<file path="src/rtl/cap_pkg.sv">
// Shared types, kind codes and the element type map for the civic address parser.
// No dependencies; every other file but cap_if imports this package.
`timescale 1ns / 1ps
`default_nettype none
package cap_pkg;

	localparam int unsigned CAP_QUEUE_DEPTH = 4;

	localparam logic [1:0] KIND_COUNTRY = 2'd0;
	localparam logic [1:0] KIND_OPEN    = 2'd1;
	localparam logic [1:0] KIND_CHAR    = 2'd2;
	localparam logic [1:0] KIND_CLOSE   = 2'd3;

	typedef struct packed {
		logic [1:0] kind;
		logic [4:0] element_code;
		logic [7:0] out_char;
		logic       truncated;
		logic       last_of_run;
	} cap_res_t;

	// Results of one byte: count 0..2, slot r0 first.
	typedef struct packed {
		logic [1:0] count;
		cap_res_t   r0;
		cap_res_t   r1;
	} cap_step_t;

	typedef struct packed {
		logic       known;
		logic [4:0] code;
	} cap_map_t;

	// Map a raw element type to its dense code.
	function automatic cap_map_t cap_map_type(input logic [7:0] t);
		cap_map_t m;
		m.known = 1'b0;
		m.code  = 5'd0;
		if (t >= 8'd1 && t <= 8'd6) begin
			m.known = 1'b1;
			m.code  = 5'(t - 8'd1);
		end else if (t >= 8'd16 && t <= 8'd24) begin
			m.known = 1'b1;
			m.code  = 5'(t - 8'd10);
		end else if (t == 8'd27) begin
			m.known = 1'b1;
			m.code  = 5'd15;
		end else if (t == 8'd33) begin
			m.known = 1'b1;
			m.code  = 5'd16;
		end
		return m;
	endfunction

endpackage
`default_nettype wire

</file>
<file path="src/rtl/cap_if.sv">
// Channel interfaces for the civic address parser: option bytes in, results out.
// Does not depend on cap_pkg; the field widths are written out here.
`timescale 1ns / 1ps
`default_nettype none
interface cap_byte_if;
	logic       valid;
	logic       ready;
	logic [7:0] data_byte;
	logic       end_of_option;

	modport source(output valid, output data_byte, output end_of_option, input ready);
	modport sink(input valid, input data_byte, input end_of_option, output ready);
endinterface

interface cap_result_if;
	logic       valid;
	logic       ready;
	logic [1:0] kind;
	logic [4:0] element_code;
	logic [7:0] out_char;
	logic       truncated;
	logic       last_of_run;

	modport source(output valid, output kind, output element_code, output out_char,
		output truncated, output last_of_run, input ready);
	modport sink(input valid, input kind, input element_code, input out_char,
		input truncated, input last_of_run, output ready);
endinterface
`default_nettype wire

</file>
<file path="src/rtl/cap_step.sv">
// Parser state registers and the per-byte next-state and result logic.
// Depends on cap_pkg.
`timescale 1ns / 1ps
`default_nettype none
module cap_step (
	input  wire logic              clk,
	input  wire logic              arst_n,
	input  wire logic              accept,
	input  wire logic [7:0]        data_byte,
	input  wire logic              end_of_option,
	output cap_pkg::cap_step_t     step
);
	import cap_pkg::*;

	localparam logic [2:0] PH_WHAT  = 3'd0;
	localparam logic [2:0] PH_CC1   = 3'd1;
	localparam logic [2:0] PH_CC2   = 3'd2;
	localparam logic [2:0] PH_TYPE  = 3'd3;
	localparam logic [2:0] PH_LEN   = 3'd4;
	localparam logic [2:0] PH_VALUE = 3'd5;

	logic [2:0] phase_q, phase_n;
	logic [4:0] elem_q, elem_n;
	logic       known_q, known_n;
	logic [7:0] remain_q, remain_n;

	cap_res_t   slot [2];
	logic [1:0] cnt;
	logic       open_n;
	logic [7:0] rem_dec;
	cap_map_t   m;

	always_comb begin
		phase_n  = phase_q;
		elem_n   = elem_q;
		known_n  = known_q;
		remain_n = remain_q;
		open_n   = 1'b0;
		cnt      = 2'd0;
		slot[0]  = '0;
		slot[1]  = '0;
		m        = cap_map_type(data_byte);
		rem_dec  = remain_q - 8'd1;
		case (phase_q)
			PH_CC1, PH_CC2: begin
				slot[0].kind     = KIND_COUNTRY;
				slot[0].out_char = data_byte;
				cnt              = 2'd1;
				phase_n          = (phase_q == PH_CC1) ? PH_CC2 : PH_TYPE;
			end
			PH_TYPE: begin
				elem_n  = m.known ? m.code : 5'd0;
				known_n = m.known;
				if (m.known) begin
					slot[0].kind         = KIND_OPEN;
					slot[0].element_code = m.code;
					cnt                  = 2'd1;
					open_n               = 1'b1;
				end
				phase_n = PH_LEN;
			end
			PH_LEN: begin
				remain_n = data_byte;
				if (data_byte == 8'd0) begin
					if (known_q) begin
						slot[0].kind         = KIND_CLOSE;
						slot[0].element_code = elem_q;
						cnt                  = 2'd1;
					end
					phase_n = PH_TYPE;
				end else begin
					open_n  = known_q;
					phase_n = PH_VALUE;
				end
			end
			PH_VALUE: begin
				if (known_q && data_byte > 8'h1f && data_byte < 8'h7f) begin
					slot[0].kind         = KIND_CHAR;
					slot[0].element_code = elem_q;
					slot[0].out_char     = data_byte;
					cnt                  = 2'd1;
				end
				remain_n = rem_dec;
				if (rem_dec == 8'd0) begin
					if (known_q) begin
						slot[cnt[0]].kind         = KIND_CLOSE;
						slot[cnt[0]].element_code = elem_q;
						cnt                       = cnt + 2'd1;
					end
					phase_n = PH_TYPE;
				end else begin
					open_n = known_q;
				end
			end
			default: begin
				phase_n = PH_CC1;
			end
		endcase
		// Option end: close an unfinished element as truncated, then reset.
		if (end_of_option) begin
			if (open_n) begin
				slot[cnt[0]].kind         = KIND_CLOSE;
				slot[cnt[0]].element_code = elem_n;
				slot[cnt[0]].truncated    = 1'b1;
				cnt                       = cnt + 2'd1;
			end
			phase_n  = PH_WHAT;
			elem_n   = 5'd0;
			known_n  = 1'b0;
			remain_n = 8'd0;
		end
		if (cnt == 2'd1) begin
			slot[0].last_of_run = 1'b1;
		end else if (cnt == 2'd2) begin
			slot[1].last_of_run = 1'b1;
		end
		step.count = cnt;
		step.r0    = slot[0];
		step.r1    = slot[1];
	end

	always_ff @(posedge clk or negedge arst_n) begin
		if (!arst_n) begin
			phase_q  <= PH_WHAT;
			elem_q   <= 5'd0;
			known_q  <= 1'b0;
			remain_q <= 8'd0;
		end else if (accept) begin
			phase_q  <= phase_n;
			elem_q   <= elem_n;
			known_q  <= known_n;
			remain_q <= remain_n;
		end
	end

endmodule
`default_nettype wire

</file>
<file path="src/rtl/cap_queue.sv">
// Result queue: takes up to two results per cycle, hands out one per transaction.
// Depends on cap_pkg.
`timescale 1ns / 1ps
`default_nettype none
module cap_queue #(
	parameter int unsigned DEPTH = cap_pkg::CAP_QUEUE_DEPTH
) (
	input  wire logic              clk,
	input  wire logic              arst_n,
	input  wire logic [1:0]        push_count,
	input  wire cap_pkg::cap_res_t push_r0,
	input  wire cap_pkg::cap_res_t push_r1,
	output logic                   room,
	output logic                   head_valid,
	output cap_pkg::cap_res_t      head,
	input  wire logic              pop
);
	import cap_pkg::*;

	localparam int unsigned AW = (DEPTH > 1) ? $clog2(DEPTH) : 1;
	localparam int unsigned CW = $clog2(DEPTH + 1);

	cap_res_t        mem_q [DEPTH];
	logic [AW-1:0]   wr_q, rd_q, wr_next, wr_two, rd_next;
	logic [CW-1:0]   count_q;
	logic            do_pop;

	function automatic logic [AW-1:0] wrap_inc(input logic [AW-1:0] p);
		return (p == AW'(DEPTH - 1)) ? '0 : p + AW'(1);
	endfunction

	assign wr_next    = wrap_inc(wr_q);
	assign wr_two     = wrap_inc(wr_next);
	assign rd_next    = wrap_inc(rd_q);
	assign head_valid = (count_q != '0);
	assign head       = mem_q[rd_q];
	assign do_pop     = pop && head_valid;
	// Keep space for the worst case of two results from one byte.
	assign room       = (count_q <= CW'(DEPTH - 2));

	always_ff @(posedge clk) begin
		if (push_count != 2'd0) begin
			mem_q[wr_q] <= push_r0;
		end
		if (push_count == 2'd2) begin
			mem_q[wr_next] <= push_r1;
		end
	end

	always_ff @(posedge clk or negedge arst_n) begin
		if (!arst_n) begin
			wr_q    <= '0;
			rd_q    <= '0;
			count_q <= '0;
		end else begin
			if (push_count == 2'd1) begin
				wr_q <= wr_next;
			end else if (push_count == 2'd2) begin
				wr_q <= wr_two;
			end
			if (do_pop) begin
				rd_q <= rd_next;
			end
			count_q <= count_q + CW'(push_count) - CW'(do_pop);
		end
	end

endmodule
`default_nettype wire

</file>
<file path="src/rtl/civic_address_tlv_parser.sv">
// Top level of the civic address option parser: step logic plus result queue.
// Depends on cap_pkg, cap_if (cap_byte_if, cap_result_if), cap_step, cap_queue.
//
//  channel  | role   | payload                                             | per transaction
//  ---------+--------+-----------------------------------------------------+----------------
//  option   | sink   | data_byte, end_of_option                            | one option byte
//  result   | source | kind, element_code, out_char, truncated, last_of_run| one result
//
// A byte is taken in the cycle it is offered whenever the queue has room for two
// results; they enter the queue at that edge and, if it was empty, the first one is
// visible on the result channel in the next cycle. One byte per cycle is sustained
// while result.ready is high and bytes yield at most one result each; a byte with two
// results costs the result side two transactions, so the queue depth (QUEUE_DEPTH)
// sets how long a stalled result side is absorbed; reset clears parse state and queue.
`timescale 1ns / 1ps
`default_nettype none
module civic_address_tlv_parser #(
	parameter int unsigned QUEUE_DEPTH = cap_pkg::CAP_QUEUE_DEPTH
) (
	input  wire logic       clk,
	input  wire logic       arst_n,
	cap_byte_if.sink        option,
	cap_result_if.source    result
);
	import cap_pkg::*;

	cap_step_t step;
	cap_res_t  head;
	logic      room;
	logic      head_valid;
	logic      accept;

	// A transaction on the option channel advances the parser.
	assign option.ready = room;
	assign accept       = option.valid && room;

	cap_step u_step (
		.clk           (clk),
		.arst_n        (arst_n),
		.accept        (accept),
		.data_byte     (option.data_byte),
		.end_of_option (option.end_of_option),
		.step          (step)
	);

	// Push nothing unless the byte is actually taken.
	cap_queue #(
		.DEPTH (QUEUE_DEPTH)
	) u_queue (
		.clk        (clk),
		.arst_n     (arst_n),
		.push_count (accept ? step.count : 2'd0),
		.push_r0    (step.r0),
		.push_r1    (step.r1),
		.room       (room),
		.head_valid (head_valid),
		.head       (head),
		.pop        (result.ready)
	);

	assign result.valid        = head_valid;
	assign result.kind         = head.kind;
	assign result.element_code = head.element_code;
	assign result.out_char     = head.out_char;
	assign result.truncated    = head.truncated;
	assign result.last_of_run  = head.last_of_run;

endmodule
`default_nettype wire

</file>
<file path="src/flat_wrapper.sv">
// flat-port wrapper written by rule: the top's interface ports become plain ports
module civic_address_tlv_parser_flat import cap_pkg::*;
#(
	parameter int unsigned QUEUE_DEPTH = cap_pkg::CAP_QUEUE_DEPTH
)
  (clk, arst_n, option_valid, option_data_byte, option_end_of_option, option_ready, result_valid, result_kind, result_element_code, result_out_char, result_truncated, result_last_of_run, result_ready);
  cap_byte_if option_i ();
  cap_result_if result_i ();
  input  wire logic clk;
  input  wire logic arst_n;
  input wire logic [$bits(option_i.valid)-1:0] option_valid;
  input wire logic [$bits(option_i.data_byte)-1:0] option_data_byte;
  input wire logic [$bits(option_i.end_of_option)-1:0] option_end_of_option;
  output wire logic [$bits(option_i.ready)-1:0] option_ready;
  output wire logic [$bits(result_i.valid)-1:0] result_valid;
  output wire logic [$bits(result_i.kind)-1:0] result_kind;
  output wire logic [$bits(result_i.element_code)-1:0] result_element_code;
  output wire logic [$bits(result_i.out_char)-1:0] result_out_char;
  output wire logic [$bits(result_i.truncated)-1:0] result_truncated;
  output wire logic [$bits(result_i.last_of_run)-1:0] result_last_of_run;
  input wire logic [$bits(result_i.ready)-1:0] result_ready;
  assign option_i.valid = option_valid;
  assign option_i.data_byte = option_data_byte;
  assign option_i.end_of_option = option_end_of_option;
  assign option_ready = option_i.ready;
  assign result_valid = result_i.valid;
  assign result_kind = result_i.kind;
  assign result_element_code = result_i.element_code;
  assign result_out_char = result_i.out_char;
  assign result_truncated = result_i.truncated;
  assign result_last_of_run = result_i.last_of_run;
  assign result_i.ready = result_ready;
  civic_address_tlv_parser #(.QUEUE_DEPTH(QUEUE_DEPTH)) u_core (.clk(clk), .arst_n(arst_n), .option(option_i), .result(result_i));
endmodule
</file>
<file path="config.mk">
export PLATFORM = sky130hd
export DESIGN_NAME = civic_address_tlv_parser_flat
export DESIGN_NICKNAME = d
export VERILOG_FILES = /design/src/rtl/cap_pkg.sv /design/src/rtl/cap_if.sv /design/src/rtl/cap_step.sv /design/src/rtl/cap_queue.sv /design/src/rtl/civic_address_tlv_parser.sv /design/src/flat_wrapper.sv
export SDC_FILE = /design/constraint.sdc
export NUM_CORES = 1
export LEC_CHECK = 0
export BUFFER_PORTS_ARGS = -buffer_cell sky130_fd_sc_hd__buf_2
export CAP_MARGIN = 5
export CORE_UTILIZATION = 45
export CTS_BUF_LIST = sky130_fd_sc_hd__clkbuf_8
export CTS_CLUSTER_SIZE = 14
export DETAILED_ROUTE_END_ITERATION = 7
export PLACE_DENSITY = 0.6
export REMOVE_ABC_BUFFERS = 1
export SYNTH_ARGS = -nofsm -noshare
export SYNTH_HDL_FRONTEND = slang
export SYNTH_SLANG_ARGS = --single-unit
</file>
<file path="constraint.sdc">
create_clock -name clk -period 9.9 [get_ports clk]
set_clock_uncertainty 0.05 [all_clocks]
set_input_delay 1.485 -clock clk [delete_from_list [all_inputs] [get_ports clk]]
set_output_delay 1.485 -clock clk [all_outputs]
set_load 0.01 [all_outputs]
</file>
==> results.ini, run 1 <==
[sta]
finalMaxSlewViolations = 0
relSlewSlack_pct = 11.9
rsz0062_at_grt = no
max_freq_mhz = 167
worstMarginPinSlew_ns = 1.32
tns_ns = 0
setup_viol = 0
finalCriticalPeriod_ns = 5.99
period_share_pct = 60.5
hold_viol_final = 0

[yosys]
synth_edf_count = 68
async_flop_share_pct = 26.1
ys_seq_area_share_pct = 47.2
synth-warning-count = 0
synth_area_leaders = edfxtp_1, dfrtp_1, mux4_2
ys_types = 66
syn_avg_cell_area_um2 = 11.2
synth_flop_cell = edfxtp_1
syn_inst = 501
synth_area_um2 = 5600
synth_largest_area_cell = edfxtp_1
yosysTopAreaCellShare_pct = 36.5
synth_seq_cells = 92

[routing]
antenna_left = 0
drt-pass1-iter-count = 5
wl_per_cell_um = 20.0
drc = 0
wl_mm = 13.9
vias_per_cell = 5.94
vias = 4109
drt_iter0_markers = 258

[critical_path]
cp_data_arrival_time_ns = 6.05
cp.required_ns = 9.96
start_kind = input port
crit_type = in -> reg
r2r_start = u_core.u_step.phase_q[0]
crit_start = option_data_byte[0]
cp-end-kind = flop
worst-path-max-fanout = 16

[power_and_ir_drop]
p_per_area_nw_per_um2 = 235
switching_share_pct = 38.2
vdd_drop_max_v = 0.000127
p_sw_mw = 0.548
p_seq_share_pct = 40.1
p_leak_nw = 2.30
clkPwrFrac_pct = 20.5
internal-power_mw = 0.886
p_comb_share_pct = 39.4
power_mw = 1.43

[run_status]
status = finished clean

[placement]
gp_congestion = 0.867
portBuffers = 31
place_area_um2 = 5880
dpl.hpwl_mm = 9.97

[layout]
stdcell_area_um2 = 6110
final_common_cell = edfxtp_1
final_cell_mix = edfxtp_1, nand2_1, nor3_1
drive_above_1_share_pct = 18.1
areaGrowthSynthToFinish_pct = 9.21
diodes = 0
fin_nets = 561
finish.utilization_pct = 50.7

[clocking]
cts.sinks = 92
cts_buffer_depth = 2
h-tree-depth = 3
cts_buffers = 9
post_cts_buffers = 0
insertion_delay_ns = 0.38
cts.clk_slew.worst_paths_ns = 0.10
clock-root-buffer = clkbuf_8
cts_tree = built
hold_buffers = 0
ctsResizeCount = 0

[die]
ioPinCount = 32
start_util_pct = 46.4
die_area_um2 = 12900
coreArea_um2 = 12100
fp-row-count = 40
die_x_um = 114
die_h_um = 114

[global_route]
grt_pass1_wl_mm = 22.4
grt_max_degree = 25
grt_pass1_vias = 4066
antenna_found_initial = 0
gr-total-overflow = 0
grt_use_total_pct = 23.2

[run]
cap_violations = 0

[worst_hold_path]
hp-start = u_core.u_step.elem_q[3]
min_path_type = reg -> reg

-- cell families after synthesis --
group                    after synthesis  synth area share [%]
adder cells (fa/ha/maj)               29                  6.62
multiplexers                          30                  9.28
buffers and inverters                 59                  4.07
XOR/XNOR                               6                 0.939
AND/OR/NAND/NOR                      165                  16.1
AO/OA/AOI/OAI                        120                  15.8
flip-flops                            92                  47.2
-- per-stage QoR --
stage | hold slack, ns | cells | setup WS (ns)
3_5_place_dp | 0.444 | 676 | 3.56
5_1_grt | 0.489 | 692 | 3.39
6_report | 0.468 | 692 | 3.91
3_3_place_gp | 0.433 | 676 | 3.73
4_1_cts | 0.472 | 692 | 3.99
2_1_floorplan | 0.414 | 472 | 3.65
-- metal layers --
metal	global-route usage, %	vias to the layer above	wire length, µm
li1	-	1948	-
met1	32.8	2012	6320
met2	36.5	127	6510
met3	3.24	22	737
met4	9.04	0	298
met5	0	-	0
-- registers in the layout, summed over array words and instances, names as in the netlist --
signal / count
u_core.u_queue.mem_q: 68
u_core.u_step.remain_q: 8
u_core.u_step.elem_q: 5
u_core.u_queue.count_q: 3
u_core.u_step.phase_q: 3
u_core.u_queue.rd_q: 2
u_core.u_queue.wr_q: 2
u_core.u_step.known_q: 1
-- cell usage after synthesis, types with 7 or more instances --
cell and count:
a21oi_1 21, and2_1 20, clkbuf_1 24, dfrtp_1 24
edfxtp_1 68, ha_1 28, inv_1 29, mux2i_1 8
mux4_2 17, nand2_1 34, nor2_1 32, nor3_1 34
o21ai_0 20, o22ai_1 7, o32ai_1 20
-- final timing paths --
| path | cells after the start | endpoint | slack [ns] |
|---|---|---|---|
| worst max-delay path | 18 | u_core.u_queue.mem_q[1][10] | 3.91 |
| worst min-delay path | 2 | u_core.u_step.elem_q[3] | 0.47 |
| worst max register to register | 13 | u_core.u_queue.mem_q[1][10] | 4.63 |
| worst min register to register | 2 | u_core.u_step.elem_q[3] | 0.47 |
| max in group asynchronous | 1 | u_core.u_queue.rd_q[0] | 8.38 |
| min in group asynchronous | 1 | u_core.u_step.phase_q[1] | 1.05 |
-- power groups by stage --
stage | registers, mW | clock network, mW | logic [mW]
after floorplan | 0.572 | 0 | 0.395
after global placement | 0.578 | 0 | 0.557
after detailed placement | 0.585 | 0 | 0.567
after CTS | 0.576 | 0.301 | 0.570
after global routing | 0.585 | 0.316 | 0.632
final | 0.575 | 0.294 | 0.565
-- worst max-delay path, stage by stage --
cell	delay, ns
buf_2	0.14
ha_1	0.21
nand4_1	0.10
o2111ai_1	0.21
ha_1	0.36
nand2b_1	0.05
or4_1	0.39
or4_1	0.47
o211ai_2	0.32
nor2_1	0.14
ha_1	0.32
nand2_1	0.18
o21ai_1	0.20
or2_1	0.15
ha_1	0.26
nand2_1	0.27
a211oi_1	0.61
o32ai_1	0.18
-- cell type report --
cell class / instances / area, µm²
Fill cell: 1106 / 5950
Multi-Input combinational cell: 350 / 2730
Sequential cell: 92 / 2640
Tap cell: 168 / 210
Timing Repair Buffer: 36 / 193
Clock buffer: 9 / 124
Inverter: 30 / 113
Clock inverter: 7 / 104
Note: power is estimated with default switching activity, not from simulation.
==> run 2, diff against run 1 <==
- PLACE_DENSITY: 0.6 -> 0.62
- clock period: 9.9 -> 5.25 ns (I/O delays scaled with it)
==> results.ini, run 2 (same netlist as run 1, synthesis figures left out) <==
[run_status]
status = finished clean

[sta]
finalMaxSlewViolations = 0  ; unchanged
rsz0062_at_grt = no
worstMarginPinSlew_ns = 0.927  ; -0.390 ns
setup_viol = 0  ; unchanged
relSlewSlack_pct = 38.2  ; +26 points
setup_ws_ns = 0.572  ; -3.34 ns
hold_viol_final = 0  ; unchanged
max_freq_mhz = 214
timing.hold.ws_ns = 0.333  ; -0.135 ns
finalCriticalPeriod_ns = 4.68
period_share_pct = 89.1

[routing]
drt-pass1-iter-count = 5  ; unchanged
wl_mm = 13.7  ; -1.4%
drc = 0  ; unchanged
dr_wl_met2_mm = 6.44  ; -1.0%
top_layer = met4
antenna_left = 0  ; unchanged
wl_per_cell_um = 19.3  ; -3.7%
vias = 4209  ; +2.4%
drt-met1-wl_mm = 6.38  ; +0.89%
vias_per_cell = 5.94  ; +0.12%
dr_wl_met3_um = 569  ; -23%
drt_iter0_markers = 348  ; +35%

[global_route]
grt_max_degree = 25  ; unchanged
gr-total-overflow = 0  ; unchanged
grt_pass1_vias = 4098  ; +0.79%
grt_use_total_pct = 22.6  ; -0.60 points
antenna_found_initial = 0  ; unchanged
grt_pass1_wl_mm = 22.0  ; -1.5%

[power_and_ir_drop]
p_per_area_nw_per_um2 = 424  ; +81%
vdd_drop_max_v = 0.000267  ; +110%
p_leak_nw = 2.35  ; +2.3%

[placement]
portBuffers = 31  ; unchanged
dpl.hpwl_mm = 9.94  ; -0.31%
place_ws_ns = 0.190  ; -3.37 ns
dpl.cell_count = 692  ; +2.4%
gp_congestion = 0.890  ; +2.6%

[critical_path]
cp-end-kind = flop
start_kind = input port
worst-path-max-fanout = 10  ; -6
cp.required_ns = 5.33  ; -4.63 ns
crit_type = in -> reg
cp_data_arrival_time_ns = 4.75  ; -1.30 ns

[clocking]
cts_tree = built
clock-root-buffer = clkbuf_8
insertion_delay_ns = 0.39  ; about the same
h-tree-depth = 3  ; unchanged
ctsResizeCount = 0  ; unchanged
cts_buffers = 9  ; unchanged
hold_buffers = 0  ; unchanged
cts.sinks = 92  ; unchanged
post_cts_buffers = 0  ; unchanged
cts.clk_slew.worst_paths_ns = 0.10  ; about the same
cts_buffer_depth = 2  ; unchanged

[layout]
diodes = 0  ; unchanged
drive_above_1_share_pct = 20.6  ; +2.4 points
final_common_cell = edfxtp_1
largest_register_ffs = 68  ; unchanged
reg_top3 = u_core.u_queue.mem_q (68), u_core.u_step.remain_q (8), u_core.u_step.elem_q (5)
areaGrowthSynthToFinish_pct = 10.5
fin_cells = 708  ; +2.3%
final_cell_mix = edfxtp_1, nand2_1, nor3_1
fin_nets = 577  ; +2.9%
top_register = u_core.u_queue.mem_q

[die]
die_h_um = 114  ; unchanged
fp-row-count = 40  ; unchanged
start_util_pct = 46.4  ; unchanged
die_area_um2 = 12900  ; unchanged
coreArea_um2 = 12100  ; unchanged
die_x_um = 114  ; unchanged
ioPinCount = 32  ; unchanged

[run]
cap_violations = 0  ; unchanged

[worst_hold_path]
min_path_type = in -> async

[run 2: cell count changes in the layout (fill, tap and decap cells not counted), sizes merged]
| cell | delta |
|---|---|
| clkinvlp | +1 |
| buf | +16 |
| clkinv | +1 |
| bufinv | -2 |
[run 2: per-stage QoR]
step / power, mW / setup TNS, ns / instance area, µm² / utilization [%]
3_5_place_dp: 2.17 / 0 / 6000 / 49.8
4_1_cts: 2.64 / 0 / 6180 / 51.3
3_3_place_gp: 2.14 / 0 / 6000 / 49.8
5_1_grt: 2.79 / 0 / 6180 / 51.3
2_1_floorplan: 1.82 / -20.19 / 5480 / -
6_report: 2.62 / 0 / 6180 / 51.3
[run 2: worst paths after layout]
check / startpoint / end / slack, ns / depth (start not counted)
max: option_data_byte[1] / u_core.u_queue.mem_q[1][0] / 0.57 / 17
min: arst_n / u_core.u_step.elem_q[2] / 0.33 / 1
max reg2reg: u_core.u_step.remain_q[0] / u_core.u_queue.mem_q[1][11] / 0.58 / 15
min reg2reg: u_core.u_step.elem_q[3] / u_core.u_step.elem_q[3] / 0.47 / 2
max in group asynchronous: arst_n / u_core.u_queue.count_q[0] / 4.42 / 1
min in group clk: u_core.u_step.elem_q[3] / u_core.u_step.elem_q[3] / 0.47 / 2
[run 2: power breakdown]
part	internal (mW)	switching [mW]
sequential	0.932	0.153
clock	0.180	0.290
combinational	0.473	0.594
total	1.58	1.04
[run 2: critical path, cell delays in order]
cell and delay (ns):
buf_2 0.14, inv_1 0.28, ha_1 0.27, or3b_2 0.46, a31oi_1 0.30, o21ai_0 0.36, nor2_1 0.26, ha_1 0.25
nand2_1 0.22, o21ai_1 0.14, or2_1 0.25, ha_1 0.27, nand2_1 0.20, buf_4 0.19, nor3_1 0.06, a21oi_1 0.21
mux2i_1 0.09
[run 2: cell type report]
class | count | area (µm²)
clock buffers | 9 | 124
fillers | 1081 | 5880
clock inverters | 7 | 57.6
inverters | 30 | 113
multi-input cells | 350 | 2730
repair buffers | 52 | 313
flip-flops and latches | 92 | 2640
well taps | 168 | 210
[run 2: layer usage]
| metal | vias to the layer above | GRT usage (%) |
|---|---|---|
| met1 | 2095 | 30.8 |
| met2 | 119 | 36.9 |
| met3 | 22 | 2.82 |
| li1 | 1973 | - |
| met4 | 0 | 9.30 |
| met5 | - | 0 |
==> run 3, diff against run 2 <==
- RECOVER_POWER: not set -> 25
==> results.ini, run 3 (same netlist as run 1, synthesis figures left out) <==
[die]
start_util_pct = 46.4  ; unchanged
die_h_um = 114  ; unchanged
fp-row-count = 40  ; unchanged
die_area_um2 = 12900  ; unchanged
die_x_um = 114  ; unchanged
ioPinCount = 32  ; unchanged
coreArea_um2 = 12100  ; unchanged

[clocking]
cts.clk_slew.worst_paths_ns = 0.11  ; about the same
clock-root-buffer = clkbuf_8
cts.sinks = 92  ; unchanged
ctsResizeCount = 0  ; unchanged
cts_buffer_depth = 2  ; unchanged
cts_tree = built
hold_buffers = 0  ; unchanged
cts_buffers = 9  ; unchanged
post_cts_buffers = 0  ; unchanged
insertion_delay_ns = 0.39  ; about the same
h-tree-depth = 3  ; unchanged

[layout]
fin_cells = 708  ; unchanged
diodes = 0  ; unchanged
finish.utilization_pct = 51.1  ; -0.15 points
top_register = u_core.u_queue.mem_q
reg_top3 = u_core.u_queue.mem_q (68), u_core.u_step.remain_q (8), u_core.u_step.elem_q (5)
nFillCells = 1089  ; +0.74%
final_common_cell = edfxtp_1
drive_above_1_share_pct = 18.1  ; -2.4 points
fin_nets = 577  ; unchanged
largest_register_ffs = 68  ; unchanged
areaGrowthSynthToFinish_pct = 10.2
final_cell_mix = edfxtp_1, nand2_1, nor3_1
stdcell_area_um2 = 6170  ; -0.28%

[power_and_ir_drop]
p_leak_nw = 2.32  ; -1.3%
p_per_area_nw_per_um2 = 422  ; -0.53%
vdd_drop_max_v = 0.000244  ; -8.8%

[worst_hold_path]
hold_end = u_core.u_step.elem_q[3]
min_path_type = reg -> reg
whs_path_depth = 2
hp-start = u_core.u_step.elem_q[3]

[critical_path]
crit_type = reg -> reg
r2r_slack_ns = 0.56  ; -0.02 ns
crit_top_cell = ha_1
worst-path-max-fanout = 9  ; -1
cp_slowest_cell = or4_1
start_kind = flop
cp-end-kind = flop
crit_family = simple AND/OR/NAND/NOR gates
crit_buf_inv = 1  ; -2
crit_start = u_core.u_step.remain_q[0]
crit_path_max_incr_delay_ns = 0.61  ; +0.15 ns
crit_chain = inv_1 -> ha_1 -> or3b_1 -> o31a_1 -> or4_1 -> o211ai_2 -> nor2_1 -> ha_1 -> nand2_1 -> o21ai_1 -> or2_1 -> ha_1 -> nand2_1 -> a211oi_1 -> o32ai_1
cp.required_ns = 5.33  ; about the same
r2r-end = u_core.u_queue.mem_q[1][11]
cp_data_arrival_time_ns = 4.77  ; +0.02 ns
rr_worst_depth = 15  ; unchanged
r2r_start = u_core.u_step.remain_q[0]

[routing]
vias_per_cell = 5.96  ; +0.24%
vias = 4219  ; +0.24%
drc = 0  ; unchanged
antenna_left = 0  ; unchanged
wl_mm = 13.7  ; about the same
wl_per_cell_um = 19.3  ; about the same
drt_iter0_markers = 371  ; +6.6%
drt-pass1-iter-count = 5  ; unchanged

[placement]
dpl.cell_count = 692  ; unchanged
place_area_um2 = 6000  ; unchanged
gp_congestion = 0.890  ; unchanged
portBuffers = 31  ; unchanged
dpl.hpwl_mm = 9.94  ; unchanged

[global_route]
gr-total-overflow = 0  ; unchanged
grt_use_total_pct = 22.6  ; unchanged
antenna_found_initial = 0  ; unchanged
grt_pass1_wl_mm = 22.0  ; unchanged
grt_max_degree = 25  ; unchanged
grt_pass1_vias = 4098  ; unchanged

[sta]
hold_viol_final = 0  ; unchanged
max_freq_mhz = 213  ; -0.27%
relSlewSlack_pct = 5.18  ; -33 points
timing.hold.ws_ns = 0.469  ; +0.135 ns
setup_viol = 0  ; unchanged
rsz0062_at_grt = no
tns_ns = 0  ; unchanged
period_share_pct = 89.3  ; +0.24 points
worstMarginPinSlew_ns = 1.42  ; +0.496 ns
finalCriticalPeriod_ns = 4.69  ; +0.0127 ns
finalMaxSlewViolations = 0  ; unchanged

[run_status]
status = finished clean

[run]
cap_violations = 0  ; unchanged

## run 3: stage by stage
step           power [mW]  worst slack [ns]
4_1_cts              2.64             0.598
2_1_floorplan        1.82            -0.306
6_report             2.60             0.559
3_3_place_gp         2.14             0.286
3_5_place_dp         2.17             0.190
5_1_grt              2.77             0.222
## run 3: worst register-to-register path: cells and delay by family, from the launching register on
| family | cells | cell delay [ns] |
|---|---|---|
| and+or+nand+nor | 6 | 1.64 |
| adders and majority gates | 3 | 0.83 |
| DFF | 1 | 0.48 |
| buffers and inverters | 1 | 0.09 |
| AOI/OAI and AO/OA | 5 | 1.34 |
## run 3: cell type report
type                       count  area (µm²)  area share, %
inverter                      30         113           1.83
clock buffer                   9         124           2.01
tap                          168         210           3.41
clock inverter                 7        57.6          0.933
multi-input combinational    350        2720           44.1
timing repair buffer          52         298           4.83
sequential                    92        2640           42.8
## run 3: report_power, final
part           leakage (nW)  internal (mW)  switching (mW)  total, mW
combinational          1.30          0.451           0.595       1.05
sequential            0.925          0.932           0.153       1.08
clock                0.0939          0.180           0.290      0.470
total                  2.32           1.56            1.04       2.60
## run 3: worst max-delay path by stage
| stage | to | slack [ns] | depth (start not counted) |
|---|---|---|---|
| 6_report | u_core.u_queue.mem_q[1][11] | 0.56 | 15 |
| 5_1_grt | u_core.u_queue.mem_q[1][11] | 0.22 | 18 |
| 4_1_cts | u_core.u_queue.mem_q[0][14] | 0.60 | 18 |
| 3_5_place_dp | u_core.u_queue.mem_q[0][14] | 0.19 | 18 |
| 3_3_place_gp | u_core.u_queue.mem_q[1][13] | 0.29 | 18 |
| 2_1_floorplan | u_core.u_queue.mem_q[2][0] | -0.31 | 15 |
## run 3: routing by layer
layer | GRT usage [%] | wire length (µm)
met3 | 2.82 | 580
met5 | 0 | 0
met4 | 9.30 | 289
met1 | 30.8 | 6340
met2 | 36.9 | 6460
